File: src/rtl/nat_pkg.sv
// Shared types and constants for the network address text parser.
// Used by the front classifier, the token queue and the back-end parser.
`default_nettype none

package nat_pkg;

   localparam int unsigned CHAR_W  = 8;
   localparam int unsigned VALUE_W = 16;
   localparam int unsigned DIGIT_W = 4;

   localparam logic [CHAR_W-1:0] CHAR_NUL   = 8'h00;
   localparam logic [CHAR_W-1:0] CHAR_TAB   = 8'h09;
   localparam logic [CHAR_W-1:0] CHAR_CR    = 8'h0D;
   localparam logic [CHAR_W-1:0] CHAR_SPACE = 8'h20;
   localparam logic [CHAR_W-1:0] CHAR_ZERO  = 8'h30;
   localparam logic [CHAR_W-1:0] CHAR_NINE  = 8'h39;
   localparam logic [CHAR_W-1:0] CHAR_COLON = 8'h3A;
   localparam logic [CHAR_W-1:0] CHAR_SLASH = 8'h2F;
   localparam logic [CHAR_W-1:0] CHAR_DOT   = 8'h2E;

   localparam logic [VALUE_W-1:0] VALUE_MAX = 16'hFFFF;

   // Character classes handed from the front to the back.
   typedef enum logic [2:0] {
      CLS_DIGIT,
      CLS_SPACE,
      CLS_COLON,
      CLS_SLASH,
      CLS_DOT,
      CLS_NUL,
      CLS_OTHER,
      CLS_END
   } char_class_type;

   typedef struct packed {
      char_class_type       cls;
      logic [DIGIT_W-1:0]   digit;
   } token_type;

endpackage

`default_nettype wire

File: src/rtl/nat_front.sv
// Front end: classifies each accepted input byte into a token.
// Depends on nat_pkg for the token type and character constants.
`default_nettype none

module nat_front (
   input  wire logic [nat_pkg::CHAR_W-1:0] char_code,
   input  wire logic                       end_marker,
   output nat_pkg::token_type              token
);

   logic [nat_pkg::CHAR_W-1:0] digit_offset;

   assign digit_offset = char_code - nat_pkg::CHAR_ZERO;

   always_comb begin
      token.digit = digit_offset[nat_pkg::DIGIT_W-1:0];
      priority if (end_marker) begin
         token.cls = nat_pkg::CLS_END;
      end else if (char_code == nat_pkg::CHAR_NUL) begin
         token.cls = nat_pkg::CLS_NUL;
      end else if (char_code >= nat_pkg::CHAR_ZERO && char_code <= nat_pkg::CHAR_NINE) begin
         token.cls = nat_pkg::CLS_DIGIT;
      end else if (char_code == nat_pkg::CHAR_SPACE ||
                   (char_code >= nat_pkg::CHAR_TAB && char_code <= nat_pkg::CHAR_CR)) begin
         token.cls = nat_pkg::CLS_SPACE;
      end else if (char_code == nat_pkg::CHAR_COLON) begin
         token.cls = nat_pkg::CLS_COLON;
      end else if (char_code == nat_pkg::CHAR_SLASH) begin
         token.cls = nat_pkg::CLS_SLASH;
      end else if (char_code == nat_pkg::CHAR_DOT) begin
         token.cls = nat_pkg::CLS_DOT;
      end else begin
         token.cls = nat_pkg::CLS_OTHER;
      end
   end

endmodule

`default_nettype wire

File: src/rtl/nat_queue.sv
// Short token queue between the front classifier and the back-end parser.
// Depends on nat_pkg for the token type.
`default_nettype none

module nat_queue #(
   parameter int unsigned DEPTH = 4
) (
   input  wire logic               clock,
   input  wire logic               reset,
   input  wire logic               push,
   input  wire nat_pkg::token_type push_token,
   output logic                    full,
   input  wire logic               pop,
   output logic                    not_empty,
   output nat_pkg::token_type      head_token
);

   localparam int unsigned PTR_W = (DEPTH > 1) ? $clog2(DEPTH) : 1;
   localparam int unsigned CNT_W = $clog2(DEPTH + 1);
   localparam logic [PTR_W-1:0] PTR_LAST = PTR_W'(DEPTH - 1);
   localparam logic [CNT_W-1:0] CNT_FULL = CNT_W'(DEPTH);

   nat_pkg::token_type entry_ff [DEPTH];
   logic [PTR_W-1:0] wr_ptr_ff, wr_ptr_in;
   logic [PTR_W-1:0] rd_ptr_ff, rd_ptr_in;
   logic [CNT_W-1:0] count_ff, count_in;
   logic             do_push, do_pop;

   assign full       = (count_ff == CNT_FULL);
   assign not_empty  = (count_ff != '0);
   assign head_token = entry_ff[rd_ptr_ff];
   assign do_push    = push && !full;
   assign do_pop     = pop && not_empty;

   always_comb begin
      wr_ptr_in = wr_ptr_ff;
      rd_ptr_in = rd_ptr_ff;
      count_in  = count_ff;
      if (do_push) begin
         wr_ptr_in = (wr_ptr_ff == PTR_LAST) ? '0 : wr_ptr_ff + 1'b1;
      end
      if (do_pop) begin
         rd_ptr_in = (rd_ptr_ff == PTR_LAST) ? '0 : rd_ptr_ff + 1'b1;
      end
      if (do_push && !do_pop) begin
         count_in = count_ff + 1'b1;
      end else if (do_pop && !do_push) begin
         count_in = count_ff - 1'b1;
      end
   end

   always_ff @(posedge clock) begin
      if (reset) begin
         wr_ptr_ff <= '0;
         rd_ptr_ff <= '0;
         count_ff  <= '0;
      end else begin
         wr_ptr_ff <= wr_ptr_in;
         rd_ptr_ff <= rd_ptr_in;
         count_ff  <= count_in;
      end
   end

   always_ff @(posedge clock) begin
      if (do_push) begin
         entry_ff[wr_ptr_ff] <= push_token;
      end
   end

endmodule

`default_nettype wire

File: src/rtl/nat_back.sv
// Back-end parser: runs the address grammar on queued tokens, keeps the four
// accumulators and holds the result register. Depends on nat_pkg.
`default_nettype none

module nat_back (
   input  wire logic                        clock,
   input  wire logic                        reset,
   input  wire logic                        token_valid,
   input  wire nat_pkg::token_type          token,
   output logic                             token_pop,
   output logic                             rsp_valid,
   input  wire logic                        rsp_stall,
   output logic [nat_pkg::VALUE_W-1:0]      rsp_zone_value,
   output logic [nat_pkg::VALUE_W-1:0]      rsp_net_value,
   output logic [nat_pkg::VALUE_W-1:0]      rsp_node_value,
   output logic [nat_pkg::VALUE_W-1:0]      rsp_point_value,
   output logic                             rsp_status
);

   localparam int unsigned VW = nat_pkg::VALUE_W;
   localparam int unsigned PW = VW + 4;

   typedef enum logic [2:0] {
      PH_WS,
      PH_ZONE,
      PH_NET,
      PH_NODE,
      PH_POINT,
      PH_ERR,
      PH_DONE
   } phase_type;

   phase_type     phase_ff, phase_in;
   logic          has_digit_ff, has_digit_in;
   logic [VW-1:0] zone_ff, zone_in;
   logic [VW-1:0] net_ff, net_in;
   logic [VW-1:0] node_ff, node_in;
   logic [VW-1:0] point_ff, point_in;
   logic          rsp_valid_ff, rsp_valid_in;
   logic [VW-1:0] rsp_zone_ff, rsp_zone_in;
   logic [VW-1:0] rsp_net_ff, rsp_net_in;
   logic [VW-1:0] rsp_node_ff, rsp_node_in;
   logic [VW-1:0] rsp_point_ff, rsp_point_in;
   logic          rsp_status_ff, rsp_status_in;

   logic          is_end, out_free, step, ok;
   logic [VW-1:0] acc_sel, acc_next;
   logic [PW-1:0] product;

   assign is_end    = (token.cls == nat_pkg::CLS_END);
   assign out_free  = !rsp_valid_ff || !rsp_stall;
   assign token_pop = token_valid && (!is_end || out_free);
   assign step      = token_pop;
   assign ok        = (phase_ff == PH_DONE) ||
                      ((phase_ff == PH_NODE || phase_ff == PH_POINT) && has_digit_ff);

   // One shared times-ten-plus-digit unit serves whichever segment is open.
   always_comb begin
      unique case (phase_ff)
         PH_NET:   acc_sel = net_ff;
         PH_NODE:  acc_sel = node_ff;
         PH_POINT: acc_sel = point_ff;
         default:  acc_sel = zone_ff;
      endcase
      product  = {1'b0, acc_sel, 3'b000} + {3'b000, acc_sel, 1'b0} +
                 {{(PW - nat_pkg::DIGIT_W){1'b0}}, token.digit};
      acc_next = (product[PW-1:VW] != '0) ? nat_pkg::VALUE_MAX : product[VW-1:0];
   end

   always_comb begin
      phase_in      = phase_ff;
      has_digit_in  = has_digit_ff;
      zone_in       = zone_ff;
      net_in        = net_ff;
      node_in       = node_ff;
      point_in      = point_ff;
      rsp_valid_in  = rsp_valid_ff && rsp_stall;
      rsp_zone_in   = rsp_zone_ff;
      rsp_net_in    = rsp_net_ff;
      rsp_node_in   = rsp_node_ff;
      rsp_point_in  = rsp_point_ff;
      rsp_status_in = rsp_status_ff;

      if (step) begin
         priority if (is_end) begin
            rsp_valid_in  = 1'b1;
            rsp_zone_in   = ok ? zone_ff : '0;
            rsp_net_in    = ok ? net_ff : '0;
            rsp_node_in   = ok ? node_ff : '0;
            rsp_point_in  = ok ? point_ff : '0;
            rsp_status_in = !ok;
            phase_in      = PH_WS;
            has_digit_in  = 1'b0;
            zone_in       = '0;
            net_in        = '0;
            node_in       = '0;
            point_in      = '0;
         end else if (phase_ff == PH_ERR || phase_ff == PH_DONE) begin
            // Everything up to the end transfer is ignored here.
         end else if (token.cls == nat_pkg::CLS_NUL) begin
            phase_in = ok ? PH_DONE : PH_ERR;
         end else begin
            unique case (phase_ff)
               PH_WS: begin
                  if (token.cls == nat_pkg::CLS_DIGIT) begin
                     phase_in     = PH_ZONE;
                     has_digit_in = 1'b1;
                     zone_in      = acc_next;
                  end else if (token.cls != nat_pkg::CLS_SPACE) begin
                     phase_in = PH_ERR;
                  end
               end
               PH_ZONE: begin
                  if (token.cls == nat_pkg::CLS_DIGIT) begin
                     has_digit_in = 1'b1;
                     zone_in      = acc_next;
                  end else if (token.cls == nat_pkg::CLS_COLON && has_digit_ff) begin
                     phase_in     = PH_NET;
                     has_digit_in = 1'b0;
                  end else begin
                     phase_in = PH_ERR;
                  end
               end
               PH_NET: begin
                  if (token.cls == nat_pkg::CLS_DIGIT) begin
                     has_digit_in = 1'b1;
                     net_in       = acc_next;
                  end else if (token.cls == nat_pkg::CLS_SLASH && has_digit_ff) begin
                     phase_in     = PH_NODE;
                     has_digit_in = 1'b0;
                  end else begin
                     phase_in = PH_ERR;
                  end
               end
               PH_NODE: begin
                  if (token.cls == nat_pkg::CLS_DIGIT) begin
                     has_digit_in = 1'b1;
                     node_in      = acc_next;
                  end else if (token.cls == nat_pkg::CLS_DOT && has_digit_ff) begin
                     phase_in     = PH_POINT;
                     has_digit_in = 1'b0;
                  end else begin
                     phase_in = PH_ERR;
                  end
               end
               PH_POINT: begin
                  if (token.cls == nat_pkg::CLS_DIGIT) begin
                     has_digit_in = 1'b1;
                     point_in     = acc_next;
                  end else begin
                     phase_in = PH_ERR;
                  end
               end
               default: begin
                  phase_in = PH_ERR;
               end
            endcase
         end
      end
   end

   always_ff @(posedge clock) begin
      if (reset) begin
         phase_ff     <= PH_WS;
         has_digit_ff <= 1'b0;
         zone_ff      <= '0;
         net_ff       <= '0;
         node_ff      <= '0;
         point_ff     <= '0;
         rsp_valid_ff <= 1'b0;
      end else begin
         phase_ff     <= phase_in;
         has_digit_ff <= has_digit_in;
         zone_ff      <= zone_in;
         net_ff       <= net_in;
         node_ff      <= node_in;
         point_ff     <= point_in;
         rsp_valid_ff <= rsp_valid_in;
      end
      rsp_zone_ff   <= rsp_zone_in;
      rsp_net_ff    <= rsp_net_in;
      rsp_node_ff   <= rsp_node_in;
      rsp_point_ff  <= rsp_point_in;
      rsp_status_ff <= rsp_status_in;
   end

   assign rsp_valid       = rsp_valid_ff;
   assign rsp_zone_value  = rsp_zone_ff;
   assign rsp_net_value   = rsp_net_ff;
   assign rsp_node_value  = rsp_node_ff;
   assign rsp_point_value = rsp_point_ff;
   assign rsp_status      = rsp_status_ff;

endmodule

`default_nettype wire

File: src/rtl/network_address_text_parser.sv
// Address text parser, zone:net/node[.point], one byte per transfer.
// Throughput: one byte per cycle unless an end token waits on a stalled result;
// the parser step (one shared times-ten accumulate unit) reads one token per cycle
// from the queue. With an empty queue and a free result register, an accepted end
// transfer is queued, then taken into the result register. A stalled result holds
// only end tokens back. Reset (synchronous) empties the queue, returns the parser
// to its start and clears the result valid; there is no clearing pass.
`default_nettype none

module network_address_text_parser #(
   parameter int unsigned QUEUE_DEPTH = 4
) (
   input  wire logic                        clock,
   input  wire logic                        reset,
   input  wire logic                        req_valid,
   output logic                             req_stall,
   input  wire logic [nat_pkg::CHAR_W-1:0]  req_char_code,
   input  wire logic                        req_end_marker,
   output logic                             rsp_valid,
   input  wire logic                        rsp_stall,
   output logic [nat_pkg::VALUE_W-1:0]      rsp_zone_value,
   output logic [nat_pkg::VALUE_W-1:0]      rsp_net_value,
   output logic [nat_pkg::VALUE_W-1:0]      rsp_node_value,
   output logic [nat_pkg::VALUE_W-1:0]      rsp_point_value,
   output logic                             rsp_status
);

   nat_pkg::token_type in_token;
   nat_pkg::token_type head_token;
   logic               queue_full;
   logic               queue_not_empty;
   logic               token_pop;

   assign req_stall = queue_full;

   nat_front u_front (
      .char_code  (req_char_code),
      .end_marker (req_end_marker),
      .token      (in_token)
   );

   nat_queue #(
      .DEPTH (QUEUE_DEPTH)
   ) u_queue (
      .clock      (clock),
      .reset      (reset),
      .push       (req_valid),
      .push_token (in_token),
      .full       (queue_full),
      .pop        (token_pop),
      .not_empty  (queue_not_empty),
      .head_token (head_token)
   );

   nat_back u_back (
      .clock           (clock),
      .reset           (reset),
      .token_valid     (queue_not_empty),
      .token           (head_token),
      .token_pop       (token_pop),
      .rsp_valid       (rsp_valid),
      .rsp_stall       (rsp_stall),
      .rsp_zone_value  (rsp_zone_value),
      .rsp_net_value   (rsp_net_value),
      .rsp_node_value  (rsp_node_value),
      .rsp_point_value (rsp_point_value),
      .rsp_status      (rsp_status)
   );

endmodule

`default_nettype wire

File: config.mk
export PLATFORM = sky130hd
export DESIGN_NAME = network_address_text_parser
export DESIGN_NICKNAME = d
export VERILOG_FILES = /design/src/rtl/nat_pkg.sv /design/src/rtl/nat_front.sv /design/src/rtl/nat_queue.sv /design/src/rtl/nat_back.sv /design/src/rtl/network_address_text_parser.sv
export SDC_FILE = /design/constraint.sdc
export NUM_CORES = 1
export LEC_CHECK = 0
export BUFFER_PORTS_ARGS = -buffer_cell sky130_fd_sc_hd__clkbuf_2
export CORE_UTILIZATION = 50
export DETAILED_ROUTE_END_ITERATION = 10
export PLACE_DENSITY = 0.65
export SYNTH_ARGS = -nofsm -noshare
export SYNTH_HDL_FRONTEND = slang
export SYNTH_SLANG_ARGS = --single-unit
File: constraint.sdc
create_clock -name clock -period 13.6 [get_ports clock]
set_input_delay 3.4 -clock clock [delete_from_list [all_inputs] [get_ports clock]]
set_output_delay 3.4 -clock clock [all_outputs]
set_load 0.02 [all_outputs]
; ---- After elaboration in Yosys (flattened, before gate mapping)
; Memories as Yosys holds them, arrays and structs flattened. A register that Yosys moved wholly into a read port is not among the register bits.
; Index checks and enable logic that the tools add are counted.
[totals]
ff_bits = 141
inputBits = 13
n_memories = 1
output_inout_bits = 67
word_cells = 164
mem_bits_rw = 28
[memory_table]
columns = memory, depth, word_bits, rd, rd_clocked_by_memory_dff, wr, line
row1 = u_queue.entry_ff, 4, 7, 1, 1, 1, nat_queue.sv:23  ; nat_pkg::token_type entry_ff [DEPTH];
[op_classes]
add_sub_neg = 7
n_reduce_logical = 46
n_lt_le_gt_ge = 4
n_eq_ne = 30
mux = 61
[ops]
columns = op, count
row1 = 16-bit two-way mux, 18
row2 = 3-bit two-way mux, 19
row3 = 16-bit one-hot mux with 3 select lines, 1
row4 = "8-bit by 6-bit equality test with 1-bit output, second input constant", 4
row5 = "3-bit equality test, second input constant", 7
row6 = 19-bit by 17-bit adder with 20-bit output, 1
row7 = 20-bit by 4-bit adder with 20-bit output, 1
row8 = 5-bit AND reduction, 4
row9 = 1-bit two-way mux, 15
row10 = 3-bit one-hot mux with 5 select lines, 1
row11 = "3-bit by 2-bit equality test with 1-bit output, second input constant", 4
row12 = 1-bit logical AND, 12
row13 = 2-bit two-way mux, 6
row14 = "4-bit by 3-bit inequality test with 1-bit output, second input constant", 3
row15 = 2-bit nonzero test, 6
row16 = "8-bit by 4-bit greater-or-equal comparator with 1-bit output, second input constant", 1
row17 = "8-bit by 6-bit greater-or-equal comparator with 1-bit output, second input constant", 1
row18 = "8-bit by 4-bit <= comparator with 1-bit output, second input constant", 1
row19 = "8-bit by 6-bit <= comparator with 1-bit output, second input constant", 1
row20 = 8-bit logical NOT, 1
row21 = "4-bit by 1-bit inequality test with 1-bit output, second input constant", 2
row22 = "4-bit by 2-bit inequality test with 1-bit output, second input constant", 2
row23 = 8-bit AND reduction, 1
row24 = 1-bit logical NOT, 7
row25 = 18 further kinds, 29

; ---- Longest topological paths before layout
; Gate-level depths: netlist of the first run.
[depth]
ltp_word = 11
ltp_mapped = 20
mapped_depth_nobuf = 17

; ---- Cells and area by module
; A second synthesis of the first run with hierarchy kept.
[hier_totals]
cells_unflattened = 695
area_unflattened_um2 = 8343.0
[modules_own_cells]
columns = module, seq_area_each_um2, instances, cells_per_inst, area_each_um2
row1 = nat_back, 3333.2, 1, 577, 6647.6
row2 = nat_queue, 1021.0, 1, 85, 1497.7
row3 = nat_front, 0.0, 1, 33, 197.7

; ---- Worst setup path before layout of the first run
; OpenSTA, ideal clock, no wires.
[synth_timing]
path_kind = input port to flip-flop
startpoint = input rsp_stall
endpoint = register u_back.rsp_net_ff[0], in the netlist u_back.rsp_net_value[0] (enable)
required_time_ps = 13110
path_stages = 3
n_path_buf = 0
setup_slack_ps = 6738
arrival_ps = 6372
setup_time_ps = 490
path_cell_list = nand2_1 > o21ai_2 > nor2_1
[synth_between]
elab_chain_len = 5
[synth_lines]
columns = item, line
row1 = from (decl), network_address_text_parser.sv:20  ; input wire logic rsp_stall,
row2 = 1-bit logical NOT, nat_back.sv:51  ; assign out_free = !rsp_valid_ff || !rsp_stall;
row3 = 1-bit logical OR, nat_back.sv:51
row4 = 1-bit logical OR, nat_back.sv:52  ; assign token_pop = token_valid && (!is_end || out_free);
row5 = 1-bit logical AND, nat_back.sv:52
row6 = 2-bit AND reduction (no source line), -
row7 = to (signal assigned), nat_back.sv:181  ; rsp_net_ff <= rsp_net_in;
row8 = to (decl), nat_back.sv:41  ; logic [VW-1:0] rsp_net_ff, rsp_net_in;
; Every way passes these cells.
; A chain may end at the register's enable or synchronous reset.

; ---- Final worst setup path of the first run
[layout_timing]
startpoint = register u_back.phase_ff[2]
endpoint = register u_back.net_ff[5]
[layout_between]
elab_chain_len = 11
elab_cells_between_ends = 19
classes_between = add/sub: 2 / eq/ne: 6 / mux: 7 / reduce/logical: 4
[layout_lines]
columns = item, line
row1 = from (decl), nat_back.sv:33  ; phase_type phase_ff, phase_in;
row2 = from (signal assigned), nat_back.sv:172  ; phase_ff <= phase_in;
row3 = "3-bit equality test, or another cell as far along", nat_back.sv:59  ; unique case (phase_ff)
row4 = 16-bit one-hot mux with 3 select lines, nat_back.sv:59
row5 = 19-bit by 17-bit adder with 20-bit output, nat_back.sv:65  ; product = {1'b0, acc_sel, 3'b000} + {3'b000, acc_sel, 1'b0} +
row6 = 20-bit by 4-bit adder with 20-bit output, nat_back.sv:65
row7 = 4-bit nonzero test, nat_back.sv:67  ; acc_next = (product[PW-1:VW] != '0) ? nat_pkg::VALUE_MAX : product[VW-1:0];
row8 = 16-bit two-way mux, nat_back.sv:67
row9 = 16-bit two-way mux, nat_back.sv:125  ; if (token.cls == nat_pkg::CLS_DIGIT) begin
row10 = 16-bit two-way mux, nat_back.sv:103  ; unique case (phase_ff)
row11 = 16-bit two-way mux, nat_back.sv:100  ; end else if (token.cls == nat_pkg::CLS_NUL) begin
row12 = 16-bit two-way mux, nat_back.sv:98  ; end else if (phase_ff == PH_ERR || phase_ff == PH_DONE) begin
row13 = 16-bit two-way mux, nat_back.sv:85  ; priority if (is_end) begin
row14 = to (signal assigned), nat_back.sv:175  ; net_ff <= net_in;
row15 = to (decl), nat_back.sv:36  ; logic [VW-1:0] net_ff, net_in;
; Several ways; a longest one is shown, not always the timed one. The select of a mux whose other input is x is not followed.

==> results of run 1 <==
## registers in the layout, indices dropped and copies added, names as in the netlist, 3 cells and up, named ones only
register and count:
u_back.rsp_net_value 16, u_back.net_ff 16, u_back.rsp_point_value 16, u_back.node_ff 16
u_queue.entry_ff 28, u_back.rsp_node_value 16, u_back.phase_ff 3, u_back.point_ff 16
u_back.rsp_zone_value 16, u_back.zone_ff 16, u_queue.count_ff 3
## stage by stage
stage,cells,instance area [µm²],worst slack (ns)
after detailed placement,1030,8670,7.82
after floorplan,766,8090,6.74
final,1062,9270,7.60
after CTS,1062,9270,7.79
after global placement,1030,8670,8.06
after global routing,1062,9270,7.16
## logic make-up after synthesis
kind of cell	after synthesis
simple gates	261
compound gates	207
flops	171
buf+inv	54
fa+ha+maj	40
xor+xnor	18
mux	15
## synthesized netlist by cell type (all sizes together), types with 10 or more instances
cell and instances:
nand2 99, o21ai 99, edfxtp 93, dfxtp 78, and2 68, a21oi 40
ha 37, clkbuf 36, nor2 27, o22ai 26, nor4 18, or3 13
xnor2 11, inv 10, nor3 10
## placed cells by master, fill, tap and decap left out, types with 17 or more instances in the layout
master and instances:
nor2_1 25, clkbuf_2 79, dfxtp_1 78, ha_1 37, o21ai_0 98, a21oi_1 40
o22ai_1 26, clkbuf_16 17, and2_1 68, nand2_1 99, edfxtp_1 93
## per-layer routing
layer	vias up	GRT usage, %	part of all wire, %
li1	2935	-	-
met1	2967	30.5	44
met2	242	38.2	48
met3	20	5.12	6.7
met4	0	8.44	1.5
met5	-	0	0
## layout make-up
type	instances	area, µm²
sequential	171	4350
timing repair buffer	91	485
clock inverter	14	158
multi-input combinational	541	3520
inverter	11	41.3
fill	1344	6560
tap	216	270
clock buffer	18	439
## worst max-delay path, cell delays in order, from the launching register on
cell,delay (ns)
dfxtp_1,0.83
nand2b_1,0.58
nand2_1,0.59
o21ai_0,0.16
a21oi_1,0.32
ha_1,0.21
ha_1,0.19
inv_1,0.06
fa_1,0.41
nand2b_1,0.18
a21oi_1,0.25
o221a_2,0.29
a311oi_1,0.09
a21oi_1,0.16
mux2_2,0.53
nor4_1,0.78
o21ai_0,0.20
## worst paths after layout
check / start / to / slack (ns) / cells past startpoint
max: u_back.phase_ff[2] / u_back.net_ff[5] / 7.60 / 16
min: u_back.point_ff[7] / u_back.point_ff[7] / 0.49 / 2
max reg2reg: u_back.phase_ff[2] / u_back.net_ff[5] / 7.60 / 16
min reg2reg: u_back.point_ff[7] / u_back.point_ff[7] / 0.49 / 2
==> results.md, run 1 <==
- Final ANT Viol Nets: 0
- GR Util All Layers: between 20% and 30%
- Max clock buf depth: 2
- Cell taking the most area after synthesis: edfxtp_1
- Post-synthesis xor/xnor area fraction: 1.95%
- Worst Path Required: 13.87 ns
- GRT Residual Overflow: 0
- Post-layout util: roughly 60%
- Core ar.: 15800 µm²
- FMAX: between 150 and 200 MHz
- Post-Synth Simple-Gate Area: between 10% and 20%
- Hold Crit Class: flip-flop to flip-flop
- Total number of H-tree levels: 4
- Post-DP HPWL: approximately 13000 µm
- Hold WS: ~0.49 ns
- # diodes: 0
- Worst Setup End Kind: flip-flop
- Antenna violations before repair: 0
- Avg WL per Cell: about 17 µm
- DR iter-0 viols: 494
- Initial Util: 51.1%
- Final nets: a little under 900
- Final min period: between 5 and 6 ns
- Worst-Margin Slew: ~0.87 ns
- Via density per instance: between 5 and 6
- Syn avg cell area: 10.6 µm²
- EDFF count, synth: 93
- Synthesized flop and latch total: 171
- IO Port Bufs: between 70 and 80
- Clock Skew: 0.00851 ns
- Post-synth ARST share: 0%
- Complex-gate fraction of the synthesized area: between 10 and 15%
- FP Rows: between 40 and 50
- Hold Vio Cnt, Final: 0
- First-pass GRT wire length: between 20000 and 30000 µm
- Number of I/O pins: 80
- Die Area: 16700 µm²
- Die height: between 100 and 150 µm
- DRC: 0
- Max-slew headroom: approximately two fifths
- Setup violators final: 0
- 1st-pass router iterations: 5
- Share of layout cells above drive strength 1: ~18%
- Max-Cap Viols: 0
- Post-CTS Resized: 0
- Most used flip-flop cell after synthesis: edfxtp_1
- Via count: around 6000
- CTS Buf Count: 17
- RSZ-0062 raised after global routing: false
- Final Wtd Congestion: 0.939
- Synth Net Count: 819
- Yosys warns: 0
- Synth-to-Final Area Change: 14.7%
- Vias in the first global route: ~5800
- Largest family of logic cells by synthesized area: simple AND/OR/NAND/NOR gates
- Synth Instances: between 700 and 800
- Root buf cell: clkbuf_16
- Top cells by area, synth: edfxtp_1 (35%), dfxtp_1 (19%), o21ai_0 (6.1%)
- Die Wd: ~130 µm
- CTS clk-pin slew, worst paths: 0.07 ns
- CTS Sinks: ~170
- Outcome: completed
- CP Max Fanout: 25
- Startpoint types: flip-flop
- Post-CTS Repair Setup Buffers: 0
- Worst-skew pair later-pin latency: approximately 0.43 ns
- Share of the synthesized area in the top cell type: between 30% and 40%
- Largest net degree at the start of global routing: between 60 and 70
- Seq/Total Area, Yosys: 53.8%
- Mapped cell area: slightly above 8000 µm²
- Post-Synth Adder-Cell Area: under 10%
- Critical path class: flip-flop to flip-flop
- Cell variety after synth: 58
- Worst EP arrival: approximately 6.3 ns
- Max-slew violations: 0
- CTS tree: built
- CTS Hold Bufs: 0
- Final wirelength: 18500 µm
- Mux cell area share after synthesis: between 2 and 3%
- Crit share post-route: around 44%
- Setup TNS: 0 ns
Power of run 1 is left out: the tool's default activity adds up to more than one toggle a clock period on the data nets, which glitch-free logic cannot reach.
==> run 2: changes to the inputs <==
- PLACE_DENSITY: 0.65 -> 0.68
- clock period: 13.6 -> 4.9 ns (I/O delays scaled with it)
==> results.md, run 2 (synthesis gave the netlist of run 1 again) <==
- Outcome: completed
- Final ANT Viol Nets: 0 (unchanged)
- Most frequent cells in the layout: nand2_1 (99), o21ai_0 (98), edfxtp_1 (93)
- CTS Buf Count: 17 (unchanged)
- Fillers: 1303 (-3.1%)
- Final Wtd Congestion: 0.893 (-4.9%)
- Core ar.: 15800 µm² (unchanged)
- Hold WS: 0.483 ns (-0.00207 ns)
- Avg WL per Cell: 18.1 µm (+4.0%)
- Share of layout cells above drive strength 1: 19.2% (+1.2 points)
- Hold Crit Start: u_back.node_ff[11]
- Worst Hold Depth: 2 (unchanged)
- Worst Setup End Kind: flip-flop
- Hold Vio Cnt, Final: 0 (unchanged)
- Post-DP HPWL: 14000 µm (+4.2%)
- DRC: 0 (unchanged)
- Total number of H-tree levels: 4 (unchanged)
- Via density per instance: 5.82 (+0.36%)
- FP Rows: 46 (unchanged)
- Max-Cap Viols: 0 (unchanged)
- IO Port Bufs: 79 (unchanged)
- Setup violators final: 0 (unchanged)
- Post-layout util: 59.0% (+0.40 points)
- Critical path class: flip-flop to flip-flop
- Antenna violations before repair: 0 (unchanged)
- Worst Path Required: 5.22 ns (-8.65 ns)
- Worst-skew pair later-pin latency: 0.43 ns (about the same)
- FMAX: 215 MHz (+29%)
- Via count: 6221 (+0.92%)
- RR Endpoint: u_back.node_ff[12]
- 1st-pass router iterations: 5 (unchanged)
- R2R Setup Slk: 0.24 ns (-7.36 ns)
- Die Wd: 129 µm (unchanged)
- Hold Crit Class: flip-flop to flip-flop
- DR iter-0 viols: 490 (-0.81%)
- Setup WS post-layout: 0.241 ns (-7.36 ns)
- Largest net degree at the start of global routing: 65 (-3.0%)
- CTS Hold Bufs: 0 (unchanged)
- Post-Layout Cell Count: 1068 (+0.56%)
- Inst Count DP: 1036 (+0.58%)
- Die Area: 16700 µm² (unchanged)
- Max reg flops: 28 (unchanged)
- Number of I/O pins: 80 (unchanged)
- # diodes: 0 (unchanged)
- Largest Register: u_queue.entry_ff
- Clock Skew: 0.00938 ns (+0.000875 ns)
- CTS Sinks: 171 (unchanged)
- GRT Residual Overflow: 0 (unchanged)
- Max-slew violations: 0 (unchanged)
- Max-slew headroom: 34.4% (-6.9 points)
- Final wirelength: 19300 µm (+4.6%)
- Root buf cell: clkbuf_16
- CP Max Fanout: 16 (-36%)
- Worst EP arrival: 4.98 ns (-1.29 ns)
- Final nets: 892 (+0.68%)
- Most common cell after layout, fill and taps aside: nand2_1
- GR Util All Layers: 24.2% (+0.87 points)
- Max clock buf depth: 2 (unchanged)
- Vias in the first global route: 5939 (+2.9%)
- Final min period: 4.66 ns (-1.34 ns)
- Crit share post-route: 95.1% (+51 points)
- CTS clk-pin slew, worst paths: 0.07 ns (about the same)
- First-pass GRT wire length: 30900 µm (+4.2%)
- Startpoint types: flip-flop
- RSZ-0062 raised after global routing: true
- Post-place setup slack: 0.313 ns (-7.50 ns)
- Initial Util: 51.1% (unchanged)
- Die height: 129 µm (unchanged)
- CTS tree: built
- Synth-to-Final Area Change: 15.4%
- Worst Hold Endpoint: u_back.node_ff[11]
- Worst-Margin Slew: 0.984 ns (+0.111 ns)
- R2R depth: 17 (+1)
- Worst reg2reg path startpoint: u_back.phase_ff[1]
[run 2: what timing repair did]
| action | in CTS | in global routing |
|---|---|---|
| gates resized for setup | 0 | 6 |
| setup endpoints to repair | 0 | 38 |
| setup buffers | 0 | 0 |
[run 2: metrics by stage]
step	instance area [µm²]	TNS (ns)
2_1_floorplan	8090	0
3_3_place_gp	8720	0
3_5_place_dp	8720	0
4_1_cts	9290	0
5_1_grt	9330	-0.218
6_report	9330	0
[run 2: area by class of cell]
cell class / instances / area [µm²] / area share, %
Clock buffer: 18 / 429 / 4.60
Clock inverter: 14 / 139 / 1.49
Inverter: 11 / 41.3 / 0.442
Multi-Input combinational cell: 541 / 3570 / 38.2
Sequential cell: 171 / 4350 / 46.6
Tap cell: 216 / 270 / 2.90
Timing Repair Buffer: 97 / 531 / 5.68
[run 2: worst max-delay path, stage by stage (launching register included)]
cell	delay (ns)
dfxtp_1	0.39
nand2b_1	0.26
nand2_1	0.13
buf_4	0.21
o21ai_0	0.16
a21oi_1	0.10
ha_1	0.31
ha_1	0.19
inv_1	0.07
fa_1	0.40
nand2b_1	0.18
a21oi_1	0.24
o221a_2	0.28
a311oi_1	0.09
a21oi_1	0.17
mux2_2	0.55
or4_4	0.59
a22o_1	0.23
[run 2: worst max-delay path by stage]
| stage | startpoint | to | slack [ns] | cells past startpoint |
|---|---|---|---|---|
| 2_1_floorplan | rsp_stall | u_back.rsp_net_value[0] | 0.21 | 3 |
| 4_1_cts | u_back.phase_ff[1] | u_back.node_ff[0] | 0.26 | 16 |
| 5_1_grt | u_back.phase_ff[1] | u_back.net_ff[3] | -0.04 | 18 |
| 3_3_place_gp | flip-flop | u_back.node_ff[12] | 0.42 | 14 |
| 3_5_place_dp | u_back.phase_ff[1] | u_back.node_ff[0] | 0.31 | 16 |
| 6_report | u_back.phase_ff[1] | u_back.node_ff[12] | 0.24 | 17 |
[run 2: per-layer routing]
metal	routed length, µm	global-route usage (%)	up-vias
met4	390	10.1	0
li1	-	-	2953
met2	9150	39.7	251
met5	0	0	-
met3	1300	4.17	28
met1	8490	31.8	2989
Power of run 2 is left out for the same reason.
